**src/rtl/sclru_pkg.sv**
```systemverilog
`timescale 1ns / 1ps
`default_nettype none

package sclru_pkg;

  // Store geometry.
  localparam int SET_COUNT = 16384;
  localparam int SET_IDX_W = $clog2(SET_COUNT);

  // Field widths of a request.
  localparam int SET_FIELD_W = 14;
  localparam int WAY_W       = 3;

  // Data cache: ways and counter width.
  localparam int DATA_WAYS = 8;
  localparam int DATA_BITS = 3;
  localparam int DATA_W    = DATA_WAYS * DATA_BITS;
  localparam int DWAY_IW   = $clog2(DATA_WAYS);

  // Instruction cache: ways and counter width.
  localparam int INST_WAYS = 4;
  localparam int INST_BITS = 2;
  localparam int INST_W    = INST_WAYS * INST_BITS;
  localparam int IWAY_IW   = $clog2(INST_WAYS);

  // Packed counters on the result.
  localparam int OUT_W = 24;

  // Cache select codes.
  localparam logic FUNC_DATA = 1'b0;
  localparam logic FUNC_INST = 1'b1;

  typedef struct packed {
    logic                   func;
    logic [SET_FIELD_W-1:0] set_index;
    logic [WAY_W-1:0]       way;
    logic                   fill_empty;
  } in_req_t;

  typedef struct packed {
    logic [OUT_W-1:0] set_counters;
    logic             bad_way;
  } out_rsp_t;

  typedef enum logic [1:0] {
    ST_CLEAR,
    ST_IDLE,
    ST_CALC
  } state_t;

endpackage

`default_nettype wire

```
**src/rtl/sclru_age_calc.sv**
```systemverilog
`timescale 1ns / 1ps
`default_nettype none

module sclru_age_calc (
  input  wire logic                        func,
  input  wire logic [sclru_pkg::WAY_W-1:0] way,
  input  wire logic                        fill,
  input  wire logic [sclru_pkg::DATA_W-1:0] word_d,
  input  wire logic [sclru_pkg::INST_W-1:0] word_i,
  output logic      [sclru_pkg::DATA_W-1:0] new_d,
  output logic      [sclru_pkg::INST_W-1:0] new_i,
  output logic      [sclru_pkg::OUT_W-1:0]  set_counters,
  output logic                              bad
);

  logic [sclru_pkg::DATA_BITS-1:0] d_acc;
  logic [sclru_pkg::INST_BITS-1:0] i_acc;
  logic [sclru_pkg::DWAY_IW-1:0]   d_idx;
  logic [sclru_pkg::IWAY_IW-1:0]   i_idx;

  assign d_idx = way[sclru_pkg::DWAY_IW-1:0];
  assign i_idx = way[sclru_pkg::IWAY_IW-1:0];

  // Original counter of the accessed way; the compares without fill use it.
  assign d_acc = word_d[sclru_pkg::DATA_BITS * int'(d_idx) +: sclru_pkg::DATA_BITS];
  assign i_acc = word_i[sclru_pkg::INST_BITS * int'(i_idx) +: sclru_pkg::INST_BITS];

  // Data cache ages: decrement the chosen ways, then mark the accessed way newest.
  always_comb begin
    logic [sclru_pkg::DATA_BITS-1:0] c;
    logic                            dec;
    new_d = '0;
    for (int i = 0; i < sclru_pkg::DATA_WAYS; i++) begin
      c   = word_d[sclru_pkg::DATA_BITS * i +: sclru_pkg::DATA_BITS];
      dec = fill ? (sclru_pkg::WAY_W'(i) < way) : (c >= d_acc);
      if (dec) begin
        c = c - 1'b1;
      end
      if (sclru_pkg::WAY_W'(i) == way) begin
        c = '1;
      end
      new_d[sclru_pkg::DATA_BITS * i +: sclru_pkg::DATA_BITS] = c;
    end
  end

  // Instruction cache ages, same rule with narrower counters.
  always_comb begin
    logic [sclru_pkg::INST_BITS-1:0] c;
    logic                            dec;
    new_i = '0;
    for (int i = 0; i < sclru_pkg::INST_WAYS; i++) begin
      c   = word_i[sclru_pkg::INST_BITS * i +: sclru_pkg::INST_BITS];
      dec = fill ? (sclru_pkg::WAY_W'(i) < way) : (c >= i_acc);
      if (dec) begin
        c = c - 1'b1;
      end
      if (sclru_pkg::WAY_W'(i) == way) begin
        c = '1;
      end
      new_i[sclru_pkg::INST_BITS * i +: sclru_pkg::INST_BITS] = c;
    end
  end

  // A way beyond the selected cache leaves the set unchanged.
  always_comb begin
    if (func == sclru_pkg::FUNC_INST) begin
      bad = ({1'b0, way} >= (sclru_pkg::WAY_W + 1)'(sclru_pkg::INST_WAYS));
      set_counters = bad ? sclru_pkg::OUT_W'(word_i) : sclru_pkg::OUT_W'(new_i);
    end else begin
      bad = ({1'b0, way} >= (sclru_pkg::WAY_W + 1)'(sclru_pkg::DATA_WAYS));
      set_counters = bad ? sclru_pkg::OUT_W'(word_d) : sclru_pkg::OUT_W'(new_d);
    end
  end

endmodule

`default_nettype wire

```
**config.mk**
```make
export PLATFORM = sky130hd
export DESIGN_NAME = sclru_age_calc
export DESIGN_NICKNAME = d
export VERILOG_FILES = /design/src/rtl/sclru_pkg.sv /design/src/rtl/sclru_age_calc.sv
export SDC_FILE = /design/constraint.sdc
export NUM_CORES = 1
export LEC_CHECK = 0
export BUFFER_PORTS_ARGS = -buffer_cell sky130_fd_sc_hd__buf_2
export CAP_MARGIN = 15
export CELL_PAD_IN_SITES_DETAIL_PLACEMENT = 1
export CELL_PAD_IN_SITES_GLOBAL_PLACEMENT = 1
export CORE_ASPECT_RATIO = 0.6
export CORE_MARGIN = 5
export CORE_UTILIZATION = 30
export DETAILED_ROUTE_END_ITERATION = 10
export PLACE_DENSITY = 0.76
export SLEW_MARGIN = 15
export SYNTH_ARGS = -nofsm -noshare
export SYNTH_HDL_FRONTEND = slang
export SYNTH_SLANG_ARGS = --single-unit
```
**constraint.sdc**
```tcl
create_clock -name vclk -period 3.9
set_input_delay 0.195 -clock vclk [all_inputs]
set_output_delay 0.195 -clock vclk [all_outputs]
set_load 0.02 [all_outputs]
```
==> flow_summary.toml <==
[global_routing]
antenna_found_initial = 0
grt_pass1_wl_um = 14940
overflow = 0
grt_max_degree = 26
grt_pass1_vias = 2814
grt_usage = 0.1880

[place]
io_buffers = 94
dp_hpwl_um = 7890
routabilityCongestion = 0.8917
pre_cts_ws_ps = 277.7
dpl.cell_count = 512

[clocking]
cts-resized-gates = 0
cts_setup_buffers = 0
hold_buffers = 0

[power_and_ir_drop]
vdd_drop_max_mv = 0.07028
p_per_area_nw_per_um2 = 200.9
p_leak_uw = 0.001491

[finish]
nClkBuffers = 0
final_util = 0.3875
final_cells = 512
seqCellArea_um2 = 0
fin_nets = 487
drive_above_1_share = 0.3039
n_fill_cell = 1007
seq_cells = 0
syn2layout_area_growth_pct = 24.88
n_antenna_cell = 0

[worst_hold_path]
hold_depth = 4
hold-path-endpoint = "new_i[4]"
hold_path_class = "in2out"
worstHoldStart = "word_i[4]"

[run_status]
status = "complete, no violations"

[drt]
drt-initial-drc-count = 110
drc = 0
drt-pass1-iter-count = 4
vias = 2783
avgRoutedWirePerCell_um = 18.22
routed_wl_um = 9327
drtAntennaViolNets = 0
viasPerCell = 5.436

[timing]
hold_viol_final = 0
fin_hold_ws_ps = 809.9
relSlewSlack = 0.6118
min_period_over_period = 0.9473
tightest_slew_ps = 578.7
finalSetupViolCount = 0
period_needed_ps = 3695
rsz0062_at_grt = "false"
fin_tns_setup_ps = 0
drv_slew = 0
fmax_ghz = 0.2707
setup_ws_ps = 205.5

[synthesis]
seq_area_frac_synth = 0
synth_cell_types = 58
yosysWarnings = 0
synth_area_um2 = 2273
avgSynthCellArea_um2 = 7.104
synthCells = 320
synth.net_count = 397

[die]
start_util = 0.3103
fp.dieW_um = 122.4
core-area_um2 = 7327
dieArea_um2 = 9476
io_pins = 94
dieHeight_um = 77.43
rows = 24

[setup_path]
cp_max_fo = 20
worstPathArrival_ps = 3500
cp_common_cell = "buf_2"
startpoint_type = "input port"
required_ps = 3700
worstSetupPathType = "in2out"
cpMaxStageDelayCell = "a211oi_1"
crit_chain = "buf_2 -> inv_1 -> nand2_1 -> mux4_2 -> o221ai_1 -> buf_4 -> ha_1 -> nand2b_1 -> a21o_1 -> a211oi_1 -> o21ai_0 -> a31oi_1 -> buf_2"
crit_path_max_incr_delay_ps = 520
end_kind = "output port"

[flow_run]
cap_violations = 0
## report_power, final
group          internal (µW)  switching [µW]  total, µW
clock network              0               0          0
registers                  0               0          0
logic                    217             353        570
total                    217             353        570
## metrics by stage
step	power, µW	cell area [µm²]
after floorplan	380.3	2273
after global placement	549.9	2833
after detailed placement	568.4	2833
after CTS	570.6	2833
after global routing	625.7	2839
final	570.3	2839
## how the worst max path moves through the flow
stage	end	from	slack (ps)	depth (start not counted)
floorplan	set_counters[7]	way[2]	530	11
global placement	set_counters[20]	way[2]	490	13
detailed placement	set_counters[18]	way[1]	280	12
CTS	set_counters[18]	way[1]	280	12
global route	set_counters[16]	way[2]	10	12
finish	set_counters[18]	way[2]	210	13
## per-layer routing
metal	global-route usage	vias up	share of wire	routed length, µm
li1	-	1356	-	-
met1	0.2963	1338	0.51	4783
met2	0.2816	85	0.42	3932
met3	0.01599	4	0.061	566
met4	0.02235	0	0.0048	45
met5	0	-	0	0
## cell usage in the layout, fill, tap and decap left out, types with 5 or more instances in the layout
master | synthesis | routed
mux2i_1 | 5 | 5
a211oi_1 | 5 | 5
nand3_1 | 9 | 9
ha_1 | 40 | 40
a21oi_1 | 15 | 15
nor3_1 | 15 | 15
nor2_1 | 26 | 26
buf_4 | 3 | 7
xnor2_1 | 6 | 6
a31oi_1 | 8 | 8
o21ai_0 | 18 | 18
buf_2 | 3 | 94
a21o_1 | 8 | 8
inv_1 | 28 | 28
or3_1 | 7 | 7
nand2b_1 | 14 | 14
a211o_1 | 5 | 5
nand2_1 | 31 | 31
mux4_2 | 5 | 5
## cells by family (layout without fill, tap and decap cells)
family / after synthesis / after routing / share of synthesized area
and+or+nand+nor: 127 / 127 / 0.2900
AOI/OAI and AO/OA: 85 / 85 / 0.2576
xor gates and xnor gates: 10 / 10 / 0.03852
adders and majority gates: 40 / 40 / 0.2201
buffers and inverters: 42 / 130 / 0.08915
muxes: 16 / 16 / 0.1046
## synth_stat cells, types with 2 or more instances
library cell / instances / area (µm²)
ha_1: 40 / 500.5
nor3_1: 15 / 75.07
o211a_1: 2 / 20.02
a31oi_1: 8 / 50.05
xnor2_1: 6 / 52.55
and2_1: 3 / 18.77
xor2_1: 4 / 35.03
nor3b_1: 2 / 15.01
mux2i_1: 5 / 50.05
or3b_1: 2 / 17.52
mux2_4: 2 / 30.03
nor2_1: 26 / 97.59
nand3_1: 9 / 45.04
buf_4: 3 / 22.52
a22oi_1: 2 / 15.01
o2bb2ai_1: 4 / 35.03
or2_2: 2 / 12.51
clkbuf_1: 3 / 11.26
buf_6: 4 / 45.04
a21oi_1: 15 / 75.07
or3_1: 7 / 43.79
nand2_1: 31 / 116.4
a211o_1: 5 / 43.79
o21ai_0: 18 / 90.09
mux4_2: 5 / 112.6
buf_2: 3 / 15.01
nand3b_1: 4 / 30.03
nand4_1: 2 / 12.51
o22ai_1: 2 / 12.51
mux2_2: 4 / 45.04
inv_1: 28 / 105.1
a221oi_1: 2 / 17.52
nand2b_1: 14 / 87.58
and3_1: 3 / 18.77
a21o_1: 8 / 60.06
a211oi_1: 5 / 37.54
## worst max-delay path: cells and delay by family
family,cells,cell delay (ps)
AOI/OAI and AO/OA,5,1330
buffers and inverters,4,970
muxes,1,470
and+or+nand+nor,2,270
adders and majority gates,1,240
## area by class of cell
class / count / area, µm² / area share
multi-input cells: 278 / 2077 / 0.7316
repair buffers: 101 / 523.0 / 0.1842
well taps: 104 / 130.1 / 0.04584
inverters: 29 / 108.9 / 0.03834
No activity file was read; power rests on OpenSTA's default activity.
